### src/design/pbd_pkg.sv
// Shared types and constants for the ByteRun1 planar body decoder.
// No dependencies; imported by the decoder core, the output buffer and the top level.
`timescale 1ns / 1ps

package pbd_pkg;

    // Configuration register indexes.
    localparam logic [2:0] CFG_COMPRESSED = 3'd0;
    localparam logic [2:0] CFG_ROW_BYTES  = 3'd1;
    localparam logic [2:0] CFG_PLANES     = 3'd2;
    localparam logic [2:0] CFG_HAS_MASK   = 3'd3;
    localparam logic [2:0] CFG_ROWS       = 3'd4;
    localparam logic [2:0] CFG_PAD_ODD    = 3'd5;

    localparam int CFG_IDX_W  = 3;
    localparam int CFG_DATA_W = 13;

    // Field widths.
    localparam int ROWB_W  = 13;
    localparam int PLANE_W = 4;
    localparam int ROWS_W  = 13;
    localparam int PROD_W  = ROWB_W + PLANE_W;      // row_bytes * planes
    localparam int TOTAL_W = PROD_W + ROWS_W;       // bytes in the whole image
    localparam int EMIT_W  = 28;                    // emitted-byte counter

    // Control byte that does nothing; below it is a literal run, above it a repeat.
    localparam logic [7:0] NOOP_CTRL = 8'h80;

    // Decoder phase. Compressed mode: control, literal bytes, repeat byte.
    // Raw mode reuses the codes: data, mask row, pad byte.
    typedef enum logic [1:0] {
        PH_CTRL = 2'd0,
        PH_LIT  = 2'd1,
        PH_REP  = 2'd2
    } t_phase;

    // Settings seen by the decoder core, already saturated.
    typedef struct packed {
        logic                 compressed;
        logic                 has_mask;
        logic                 pad_odd;
        logic [ROWB_W-1:0]    rb;
        logic [PLANE_W-1:0]   np;
        logic [TOTAL_W-1:0]   total;
    } t_cfg;

    // One decoded run.
    typedef struct packed {
        logic       body_done;
        logic [7:0] out_count;
        logic [7:0] out_byte;
    } t_result;

endpackage

### src/design/pbd_core.sv
// Decoder core: position, plane, mask and emit-count state plus the per-byte step logic.
// Depends on pbd_pkg. Produces at most one run per accepted body byte.
`timescale 1ns / 1ps

module pbd_core import pbd_pkg::*; (
    input  logic       i_clk,
    input  logic       i_rst_n,
    input  logic       i_accept,
    input  logic       i_start,
    input  logic [7:0] i_byte,
    input  t_cfg       i_cfg,
    output logic       o_push,
    output t_result    o_res
);

    t_phase              r_phase,     n_phase;
    logic [7:0]          r_lit_left,  n_lit_left;
    logic [ROWB_W-1:0]   r_row_pos,   n_row_pos;
    logic [PLANE_W-1:0]  r_plane,     n_plane;
    logic                r_mask_row,  n_mask_row;
    logic [EMIT_W-1:0]   r_emitted,   n_emitted;
    logic [ROWS_W-1:0]   r_rows_done, n_rows_done;
    logic                r_finished,  n_finished;
    logic                n_push;
    t_result             n_res;

    // One step of the decoder for the byte on the input.
    always_comb begin
        logic [7:0]         ecnt;
        logic [7:0]         cnt;
        logic               emit;
        logic [TOTAL_W-1:0] left;
        n_phase     = r_phase;
        n_lit_left  = r_lit_left;
        n_row_pos   = r_row_pos;
        n_plane     = r_plane;
        n_mask_row  = r_mask_row;
        n_emitted   = r_emitted;
        n_rows_done = r_rows_done;
        n_finished  = r_finished;
        emit        = 1'b0;
        ecnt        = 8'd0;

        // Start of a body clears everything before this byte is used.
        if (i_start) begin
            n_phase     = PH_CTRL;
            n_lit_left  = 8'd0;
            n_row_pos   = '0;
            n_plane     = '0;
            n_mask_row  = 1'b0;
            n_emitted   = '0;
            n_rows_done = '0;
            n_finished  = 1'b0;
        end

        if (n_finished || ({{(TOTAL_W-EMIT_W){1'b0}}, n_emitted} >= i_cfg.total)) begin
            n_finished = 1'b1;
        end else if (i_cfg.compressed) begin
            unique case (n_phase)
                PH_LIT: begin
                    n_lit_left = n_lit_left - 8'd1;
                    if (n_lit_left == 8'd0) begin
                        n_phase = PH_CTRL;
                    end
                    emit = !n_mask_row;
                    ecnt = 8'd1;
                end
                PH_REP: begin
                    n_phase = PH_CTRL;
                    emit    = !n_mask_row;
                    ecnt    = n_lit_left;
                end
                default: begin
                    // Control byte; a finished plane row rolls over first.
                    n_phase = PH_CTRL;
                    if (n_row_pos >= i_cfg.rb) begin
                        n_plane = n_plane + 4'd1;
                        if ((n_plane == i_cfg.np && !i_cfg.has_mask) ||
                            ({1'b0, n_plane} == {1'b0, i_cfg.np} + 5'd1 && i_cfg.has_mask)) begin
                            n_mask_row  = 1'b0;
                            n_plane     = '0;
                            n_rows_done = n_rows_done + 13'd1;
                        end
                        if (i_cfg.has_mask && n_plane == i_cfg.np) begin
                            n_mask_row = 1'b1;
                        end
                        n_row_pos = '0;
                    end
                    if (i_byte < NOOP_CTRL) begin
                        n_lit_left = i_byte + 8'd1;
                        n_phase    = PH_LIT;
                        n_row_pos  = n_row_pos + {5'd0, i_byte} + 13'd1;
                    end else if (i_byte > NOOP_CTRL) begin
                        n_lit_left = 8'(9'd257 - {1'b0, i_byte});
                        n_phase    = PH_REP;
                        n_row_pos  = n_row_pos + 13'(9'd257 - {1'b0, i_byte});
                    end
                end
            endcase
        end else begin
            unique case (n_phase)
                PH_LIT: begin
                    // Mask row: consumed without output.
                    n_row_pos = n_row_pos + 13'd1;
                    if (n_row_pos >= i_cfg.rb) begin
                        n_row_pos = '0;
                        if (i_cfg.pad_odd) begin
                            n_phase = PH_REP;
                        end else begin
                            n_phase     = PH_CTRL;
                            n_rows_done = n_rows_done + 13'd1;
                        end
                    end
                end
                PH_REP: begin
                    // Pad byte closes the row.
                    n_phase     = PH_CTRL;
                    n_rows_done = n_rows_done + 13'd1;
                end
                default: begin
                    n_phase   = PH_CTRL;
                    n_row_pos = n_row_pos + 13'd1;
                    if (n_row_pos >= i_cfg.rb) begin
                        n_row_pos = '0;
                        n_plane   = n_plane + 4'd1;
                        if (n_plane >= i_cfg.np) begin
                            n_plane = '0;
                            if (i_cfg.has_mask) begin
                                n_phase = PH_LIT;
                            end else if (i_cfg.pad_odd) begin
                                n_phase = PH_REP;
                            end else begin
                                n_rows_done = n_rows_done + 13'd1;
                            end
                        end
                    end
                    emit = 1'b1;
                    ecnt = 8'd1;
                end
            endcase
        end

        // Clip the run to what is left of the image and count it.
        left = i_cfg.total - {{(TOTAL_W-EMIT_W){1'b0}}, n_emitted};
        cnt  = ecnt;
        if ({{(TOTAL_W-8){1'b0}}, ecnt} > left) begin
            cnt = left[7:0];
        end
        if (emit) begin
            n_emitted = n_emitted + {{(EMIT_W-8){1'b0}}, cnt};
        end
        n_res.out_byte  = i_byte;
        n_res.out_count = cnt;
        n_res.body_done = 1'b0;
        if (emit && ({{(TOTAL_W-EMIT_W){1'b0}}, n_emitted} >= i_cfg.total)) begin
            n_finished      = 1'b1;
            n_res.body_done = 1'b1;
        end
        n_push = i_accept && emit;
    end

    // State registers advance only on an accepted beat.
    always_ff @(posedge i_clk) begin
        if (!i_rst_n) begin
            r_phase     <= PH_CTRL;
            r_lit_left  <= 8'd0;
            r_row_pos   <= '0;
            r_plane     <= '0;
            r_mask_row  <= 1'b0;
            r_emitted   <= '0;
            r_rows_done <= '0;
            r_finished  <= 1'b0;
        end else if (i_accept) begin
            r_phase     <= n_phase;
            r_lit_left  <= n_lit_left;
            r_row_pos   <= n_row_pos;
            r_plane     <= n_plane;
            r_mask_row  <= n_mask_row;
            r_emitted   <= n_emitted;
            r_rows_done <= n_rows_done;
            r_finished  <= n_finished;
        end
    end

    assign o_push = n_push;
    assign o_res  = n_res;

endmodule

### src/design/pbd_skid.sv
// Two-entry output buffer: an output register backed by a skid register.
// Depends on pbd_pkg for the run type.
`timescale 1ns / 1ps

module pbd_skid import pbd_pkg::*; (
    input  logic    i_clk,
    input  logic    i_rst_n,
    input  logic    i_push,
    input  t_result i_res,
    output logic    o_room,
    output logic    o_valid,
    input  logic    i_ready,
    output t_result o_res
);

    logic    r_out_v;
    logic    r_skid_v;
    t_result r_out;
    t_result r_skid;
    logic    pop;

    assign pop = r_out_v && i_ready;

    // Valid flags.
    always_ff @(posedge i_clk) begin
        if (!i_rst_n) begin
            r_out_v  <= 1'b0;
            r_skid_v <= 1'b0;
        end else if (r_skid_v) begin
            if (pop) begin
                r_skid_v <= 1'b0;
            end
        end else if (i_push) begin
            if (r_out_v && !pop) begin
                r_skid_v <= 1'b1;
            end else begin
                r_out_v <= 1'b1;
            end
        end else if (pop) begin
            r_out_v <= 1'b0;
        end
    end

    // Payload moves: skid drains first, then a new run.
    always_ff @(posedge i_clk) begin
        if (r_skid_v) begin
            if (pop) begin
                r_out <= r_skid;
            end
        end else if (i_push) begin
            if (r_out_v && !pop) begin
                r_skid <= i_res;
            end else begin
                r_out <= i_res;
            end
        end
    end

    assign o_room  = !r_skid_v;
    assign o_valid = r_out_v;
    assign o_res   = r_out;

endmodule

### src/design/packbits_planar_body_decoder.sv
// ByteRun1 (PackBits) body decoder: takes one body byte per beat and gives decoded
// runs as value/count pairs, dropping mask rows and pad bytes and ending the image once
// rows*planes*row_bytes bytes are out. A byte is taken every cycle while the output
// buffer has room and no input hold is pending; each byte's work is one pass from the
// state registers into the two-entry output buffer. After reset and after every
// configuration write the input holds off while the image size product is recomputed
// in two registered multiply steps. Depends on pbd_pkg, pbd_core and pbd_skid.
`timescale 1ns / 1ps

module packbits_planar_body_decoder import pbd_pkg::*; #(
    parameter int MAX_ROW_BYTES = 4096,
    parameter int MAX_ROWS      = 4096,
    parameter int MAX_PLANES    = 8
) (
    input  logic                  i_clk,
    input  logic                  i_rst_n,
    // Body bytes in.
    input  logic                  i_s_tvalid,
    output logic                  o_s_tready,
    input  logic [7:0]            i_s_tdata,    // [7:0] in_byte
    input  logic                  i_s_tuser,    // start_body
    // Runs out.
    output logic                  o_m_tvalid,
    input  logic                  i_m_tready,
    output logic [15:0]           o_m_tdata,    // [7:0] out_byte, [15:8] out_count
    output logic                  o_m_tlast,    // body_done
    // Register writes.
    input  logic                  i_cfg_valid,
    output logic                  o_cfg_ready,
    input  logic [CFG_IDX_W-1:0]  i_cfg_index,
    input  logic [CFG_DATA_W-1:0] i_cfg_data
);

    logic                 r_compressed;
    logic [ROWB_W-1:0]    r_row_bytes;
    logic [PLANE_W-1:0]   r_planes;
    logic                 r_has_mask;
    logic [ROWS_W-1:0]    r_rows;
    logic                 r_pad_odd;
    logic [1:0]           r_hold;
    logic [PROD_W-1:0]    r_rb_np;
    logic [TOTAL_W-1:0]   r_total;
    logic [ROWB_W-1:0]    rb;
    logic [PLANE_W-1:0]   np;
    logic [ROWS_W-1:0]    nr;
    logic                 cfg_wr;
    logic                 accept;
    logic                 room;
    logic                 push;
    t_cfg                 core_cfg;
    t_result              core_res;
    t_result              out_res;

    assign o_cfg_ready = 1'b1;
    assign cfg_wr      = i_cfg_valid;

    // Configuration registers.
    always_ff @(posedge i_clk) begin
        if (!i_rst_n) begin
            r_compressed <= 1'b1;
            r_row_bytes  <= 13'd320;
            r_planes     <= 4'd1;
            r_has_mask   <= 1'b0;
            r_rows       <= 13'd200;
            r_pad_odd    <= 1'b0;
        end else if (cfg_wr) begin
            unique case (i_cfg_index)
                CFG_COMPRESSED: r_compressed <= i_cfg_data[0];
                CFG_ROW_BYTES:  r_row_bytes  <= i_cfg_data[ROWB_W-1:0];
                CFG_PLANES:     r_planes     <= i_cfg_data[PLANE_W-1:0];
                CFG_HAS_MASK:   r_has_mask   <= i_cfg_data[0];
                CFG_ROWS:       r_rows       <= i_cfg_data[ROWS_W-1:0];
                CFG_PAD_ODD:    r_pad_odd    <= i_cfg_data[0];
                default: ;
            endcase
        end
    end

    // Saturate the size settings at their limits.
    always_comb begin
        rb = r_row_bytes;
        np = r_planes;
        nr = r_rows;
        if ({{(32-ROWB_W){1'b0}}, r_row_bytes} > 32'(MAX_ROW_BYTES)) begin
            rb = ROWB_W'(MAX_ROW_BYTES);
        end
        if ({{(32-PLANE_W){1'b0}}, r_planes} > 32'(MAX_PLANES)) begin
            np = PLANE_W'(MAX_PLANES);
        end
        if ({{(32-ROWS_W){1'b0}}, r_rows} > 32'(MAX_ROWS)) begin
            nr = ROWS_W'(MAX_ROWS);
        end
    end

    // Image size in two registered multiply steps.
    always_ff @(posedge i_clk) begin
        r_rb_np <= {{PLANE_W{1'b0}}, rb} * {{ROWB_W{1'b0}}, np};
        r_total <= {{ROWS_W{1'b0}}, r_rb_np} * {{PROD_W{1'b0}}, nr};
    end

    // Input hold while the size product settles.
    always_ff @(posedge i_clk) begin
        if (!i_rst_n) begin
            r_hold <= 2'd2;
        end else if (cfg_wr) begin
            r_hold <= 2'd2;
        end else if (r_hold != 2'd0) begin
            r_hold <= r_hold - 2'd1;
        end
    end

    assign o_s_tready = room && (r_hold == 2'd0);
    assign accept     = i_s_tvalid && o_s_tready;

    assign core_cfg.compressed = r_compressed;
    assign core_cfg.has_mask   = r_has_mask;
    assign core_cfg.pad_odd    = r_pad_odd;
    assign core_cfg.rb         = rb;
    assign core_cfg.np         = np;
    assign core_cfg.total      = r_total;

    pbd_core u_core (
        .i_clk    (i_clk),
        .i_rst_n  (i_rst_n),
        .i_accept (accept),
        .i_start  (i_s_tuser),
        .i_byte   (i_s_tdata),
        .i_cfg    (core_cfg),
        .o_push   (push),
        .o_res    (core_res)
    );

    pbd_skid u_skid (
        .i_clk   (i_clk),
        .i_rst_n (i_rst_n),
        .i_push  (push),
        .i_res   (core_res),
        .o_room  (room),
        .o_valid (o_m_tvalid),
        .i_ready (i_m_tready),
        .o_res   (out_res)
    );

    assign o_m_tdata = {out_res.out_count, out_res.out_byte};
    assign o_m_tlast = out_res.body_done;

endmodule
### config.mk
export PLATFORM = sky130hd
export DESIGN_NAME = packbits_planar_body_decoder
export DESIGN_NICKNAME = d
export VERILOG_FILES = /design/src/design/pbd_pkg.sv /design/src/design/pbd_core.sv /design/src/design/pbd_skid.sv /design/src/design/packbits_planar_body_decoder.sv
export SDC_FILE = /design/constraint.sdc
export NUM_CORES = 1
export LEC_CHECK = 0
export BUFFER_PORTS_ARGS = -buffer_cell sky130_fd_sc_hd__buf_2
export CAP_MARGIN = 30
export CORE_UTILIZATION = 61
export DETAILED_ROUTE_END_ITERATION = 7
export GPL_TIMING_DRIVEN = 0
export PLACE_DENSITY = 0.74
export RECOVER_POWER = 100
export SYNTH_ARGS = -nofsm -noshare
export SYNTH_HDL_FRONTEND = slang
export SYNTH_SLANG_ARGS = --single-unit
### constraint.sdc
create_clock -name i_clk -period 14.3 [get_ports i_clk]
set_input_delay 2.145 -clock i_clk [delete_from_list [all_inputs] [get_ports i_clk]]
set_output_delay 2.145 -clock i_clk [all_outputs]
set_load 0.1 [all_outputs]
== Yosys cells after proc, flatten, opt, wreduce, memory -nomap -nowiden ==
Index checks and enable logic that the tools add are counted.
Word-level totals
  register bits after elaboration: 175
  input port bits: 30
  output and inout bits: 20
  logic and storage cells: 177
Operators by class
  add/subtract/negate cells: 13
  multiply operators: 2
  magnitude comparators: 11
  eq/ne operators: 13
  mux-type cells: 80
  bitwise operators: 2
  reductions and logical operators: 32
Operators with widths (count)
  2-to-1 mux 13 bit: 14
  2-to-1 mux 17 bit: 4
  2-to-1 mux 8 bit: 8
  greater-or-equal comparator 28 x 30 -> 1 bit: 2
  2-to-1 mux 28 bit: 2
  2-to-1 mux 4 bit: 14
  one-hot mux 8 bit (2 select lines): 2
  > comparator 8 x 30 -> 1 bit: 1
  multiplier 17 x 13 -> 30 bit: 1
  subtractor 30 x 28 -> 30 bit: 1
  adder 28 x 8 -> 28 bit: 1
  adder 13 x 1 -> 13 bit, second input constant: 2
  greater-or-equal comparator 13 bit: 2
  > comparator 13 bit, second input constant: 2
  2-to-1 mux 1 bit: 23
  2-to-1 mux 2 bit: 11
  multiplier 13 x 4 -> 17 bit: 1
  adder 13 bit: 1
  adder 13 x 8 -> 13 bit: 1
  AND reduction 2 bit: 6
  subtractor 9 x 8 -> 10 bit, first input constant: 1
  logical AND 1 bit: 9
  AND reduction 3 bit: 3
  adder 8 x 1 -> 8 bit, second input constant: 1
  27 further kinds: 40

== Depth between registers and ports, before layout ==
  depth in word-level cells: 18
  depth in mapped cells: 52
  depth with buffers taken out: 46

== Cells and area by module ==
From an unflattened synthesis, not the netlist that was laid out.
Unflattened totals
  cell total of the unflattened synthesis: 2772
  area, all modules: 22549.1 sq um
Modules (own cells, without submodules)
  packbits_planar_body_decoder: instances 1, cells an instance 1305, area an instance 11374.7 sq um, seq. area each 1641.6 sq um
  pbd_core: instances 1, cells an instance 1400, area an instance 9826.9 sq um, seq. area each 1141.1 sq um
  pbd_skid: instances 1, cells an instance 67, area an instance 1347.5 sq um, seq. area each 1061.0 sq um

== Worst setup path after synthesis ==
No wires, ideal clock.
  path kind: input-to-reg
  start: input i_s_tuser
  end: register u_core.r_finished
  setup time: 0.095 ns
  arrival: 11.653 ns
  required time: 14.205 ns
  slack: 2.551 ns
  stages on the path: 50
  path buffers: 7
  cell sequence: clkbuf_1 clkbuf_1 clkbuf_1 buf_1 nor2b_1 inv_1 ha_1 buf_2 nand2_1 or4_1 or3_1 o32ai_1 a21o_1 a21oi_1 and3_1 clkbuf_1 nand2_1 inv_1 (+14 left out) o21bai_1 a21oi_1 o21ai_0 o211ai_1 nor4_1 nand3_1 xnor2_1 ha_1 nand4_1 nor2_1 nand3_1 o41ai_1 a21oi_1 nor2b_1 o211ai_1 nand3_1 nand3_1 a221oi_1
RTL lines
  start, declared: RTL line packbits_planar_body_decoder.sv:21  | input logic i_s_tuser,
  end signal, assigned: RTL line pbd_core.sv:181  | r_finished <= n_finished;
  end, declared: RTL line pbd_core.sv:23  | logic r_finished, n_finished;

==> out/metrics.cfg <==
[run_status]
status = completed

[layout]
drive_gt1_share_pct = 4.02
final_core_utilization_pct = 66.5
nFillCells = 3056
final_area_um2 = 23100
diodes = 0
synthToLayoutAreaGrowth_pct = 6.55
final_nets = 3218

[clock_tree]
clk_root_buffer_cell = clkbuf_16
cts_buffers = 17
cts_buffer_depth = 2
htree_levels = 4
tritoncts = built
path_clk_slew_ns = 0.07
postCtsHoldBufs = 0
clk_latency_ns = 0.46
clkSinkCount = 175

[yosys]
synth_top_area_share_pct = 17.7
ys_ff_latch = 175
synthTopCellsByArea = fa_1 (18%), ha_1 (13%), dfxtp_1 (13%)
ys.warnings.count = 0
syn_nets = 3149
yosysUniqueCellTypes = 83
synthFlopType = dfxtp_1
synth_top_area_cell = fa_1
synth-edff-count = 34
synth_area_um2 = 21600
syn_area_per_cell_um2 = 8.01
netlist_instances = 2702
yosysSeqAreaShare_pct = 17.8
synth_async_sr_flop_share_pct = 0

[timing]
period_needed_ns = 13.88
rsz0062_at_grt = no
drv_slew = 0
slew_headroom_pct = 11.0
finalCritPeriodShare_pct = 97.1
clock.fmax_ghz = 0.0720
clock_skew_ns = 0.0281
fin_ws_ns = 0.416
tightest_slew_ns = 1.33
finalHoldViolCount = 0
setup_viol = 0
hold_slack_ns = 0.457

[critical_path]
arrival_ns = 14.23
crit_fanout = 19
cpMaxStageDelayCell = nor4_1
setup.worst_path.start_class = input pin
max_stage_delay_ns = 0.61
crit_type = input pin to flop
cp.required_ns = 14.65
cp-end-kind = flop

[global_route]
grt_pass1_wl_um = 101000
grt_usage_pct = 35.7
grt_max_degree = 20
first_global_vias = 19087
antenna_found_initial = 0
grt_overflow = 0

[placement]
hpwl_um = 51900
gp_congestion = 1.00
dp_slack_ns = -1.73
portBuffers = 47
place_area_um2 = 22500

[pwr]
p_seq_share_pct = 32.0
p_switching_uw = 672
power_density_nw_per_um2 = 74.3
pwr-share-comb_pct = 39.4
switching_share_pct = 39.2
internal_power_uw = 1040
peakVddDrop_uv = 87.3
leakagePower_uw = 0.0109
p_clk_share_pct = 28.7

[floorplan]
die_h_um = 190
start_util_pct = 62.4
io_pins = 50
rows = 68
fp.dieArea_um2 = 36200
coreArea_um2 = 34700
dieWidth_um = 190

[detailed_routing]
drt-vias-per-instance = 6.07
drt-initial-drc-count = 1975
drt.antenna.violating_nets = 0
wire_per_inst_um = 19.6
drtPass1Iterations = 6
drt-total-wl_um = 63500
drc = 0
vias = 19654

[flow_run]
drv_cap = 0

[worst_hold_path]
hp-class = flop to flop

cell type report:
type	instances	area, um2	area share (%)
Multi-Input combinational cell	2069	16100	69.7
Buffer	130	520	2.26
Inverter	326	1220	5.31
Sequential cell	175	3840	16.7
Tap cell	455	569	2.47
Clock buffer	19	453	1.96
Timing Repair Buffer	52	223	0.965
Clock inverter	13	146	0.635
critical path, delay by kind of cell:
family / cells / cell delay [ns]
buf+inv: 8 / 2.21
compound gates: 13 / 2.62
xor+xnor: 1 / 0.12
mux: 1 / 0.33
fa+ha+maj: 4 / 1.12
simple gates: 21 / 5.66
what timing repair did:
action | CTS | global route
setup endpoints to repair | 3 | 3
gates resized for setup | 6 | 5
buffers inserted | 0 | 1
pin swaps | 0 | 1
synthesized netlist by cell type (18+ instances only):
library cell	count
nand2b_1	31
nor2_1	152
clkbuf_1	112
dfxtp_1	141
mux2i_1	21
a21oi_1	155
a31oi_1	24
xor2_1	47
o21a_1	22
o211ai_1	20
a211oi_1	20
mux2_2	18
a21o_1	39
o21ai_0	107
inv_1	325
and2_1	71
ha_1	226
nand4_1	23
xnor2_1	75
fa_1	191
nand2_1	428
nand3_1	64
nor3_1	44
edfxtp_1	34
nor2b_1	62
state kept, by name, summed over array words and instances (netlist names):
name               cells
r_total               30
u_core.r_emitted      28
r_rb_np               17
u_skid.o_res          17
u_skid.r_skid         17
r_row_bytes           13
r_rows                13
u_core.r_row_pos      13
u_core.r_lit_left      8
r_planes               4
u_core.r_plane         4
r_hold                 2
u_core.r_phase         2
r_compressed           1
r_has_mask             1
r_pad_odd              1
u_core.r_finished      1
u_core.r_mask_row      1
u_skid.o_valid         1
u_skid.r_skid_v        1
cell families (layout without fill, tap and decap cells):
logic type / count (synthesis) / in the layout / share of synthesized area, %
and+or+nand+nor: 957 / 957 / 20.7
AOI/OAI and AO/OA: 532 / 532 / 15.9
buffers and inverters: 458 / 540 / 8.07
adders and majority gates: 417 / 417 / 30.7
DFF: 175 / 175 / 17.8
xor gates and xnor gates: 122 / 122 / 4.94
muxes: 40 / 40 / 1.98
other: 1 / 1 / 0.0173
power by group through the flow:
stage               Clock [uW]  Combinational, uW  Sequential (uW)
finish                     491                675              547
global placement             0                638              557
CTS                        492                653              546
floorplan                    0                480              546
detailed placement           0                648              556
global route               511                738              548
cells in the final DEF (no fill, tap or decap), types with 7 or more instances in the layout:
cell type	instances
nand2_1	428
inv_1	326
ha_1	226
fa_1	191
a21oi_1	154
nor2_1	152
clkbuf_1	144
dfxtp_1	141
o21ai_0	107
xnor2_1	75
and2_1	65
nand3_1	64
nor2b_1	61
xor2_1	47
nor3_1	44
a21o_1	39
edfxtp_1	34
nand2b_1	31
buf_2	26
a31oi_1	24
nand4_1	23
o21a_1	22
mux2i_1	21
o211ai_1	20
a211oi_1	20
o21bai_1	17
mux2_2	17
clkbuf_16	17
and3_1	16
or3_1	13
o31ai_1	12
a221oi_1	12
nor4_1	11
o22ai_1	11
a22oi_1	11
or4_1	9
o221ai_1	8
o32ai_1	7
and2_0	7
inv_6	7
path summary, 6_finish.rpt:
path                                           start           endpoint  slack (ns)  cells after the start
worst min-delay path                       r_rows[0]          r_rows[0]        0.46                      2
worst max register to register  u_core.r_emitted[20]  u_core.r_finished        2.91                     46
worst max-delay path                       i_s_tuser  u_core.r_finished        0.42                     48
worst min register to register             r_rows[0]          r_rows[0]        0.46                      2
layer usage:
metal  routed length [um]  share of wire (%)  track usage, %  vias up
met5                    0                  0               0        -
met4                 2930                4.6            17.1        0
met3                 5040                7.9            6.07      148
met2                28200                 44            55.7      850
met1                27300                 43            48.2     9437
li1                     -                  -               -     9219
stage by stage:
step / setup TNS (ns) / power [uW] / cells
2_1_floorplan: 0 / 1030 / 2702
3_3_place_gp: -4.05 / 1190 / 3204
3_5_place_dp: -5.05 / 1200 / 3208
4_1_cts: 0 / 1690 / 3238
5_1_grt: 0 / 1800 / 3239
6_report: 0 / 1710 / 3239
No activity file was read; power rests on OpenSTA's default activity.
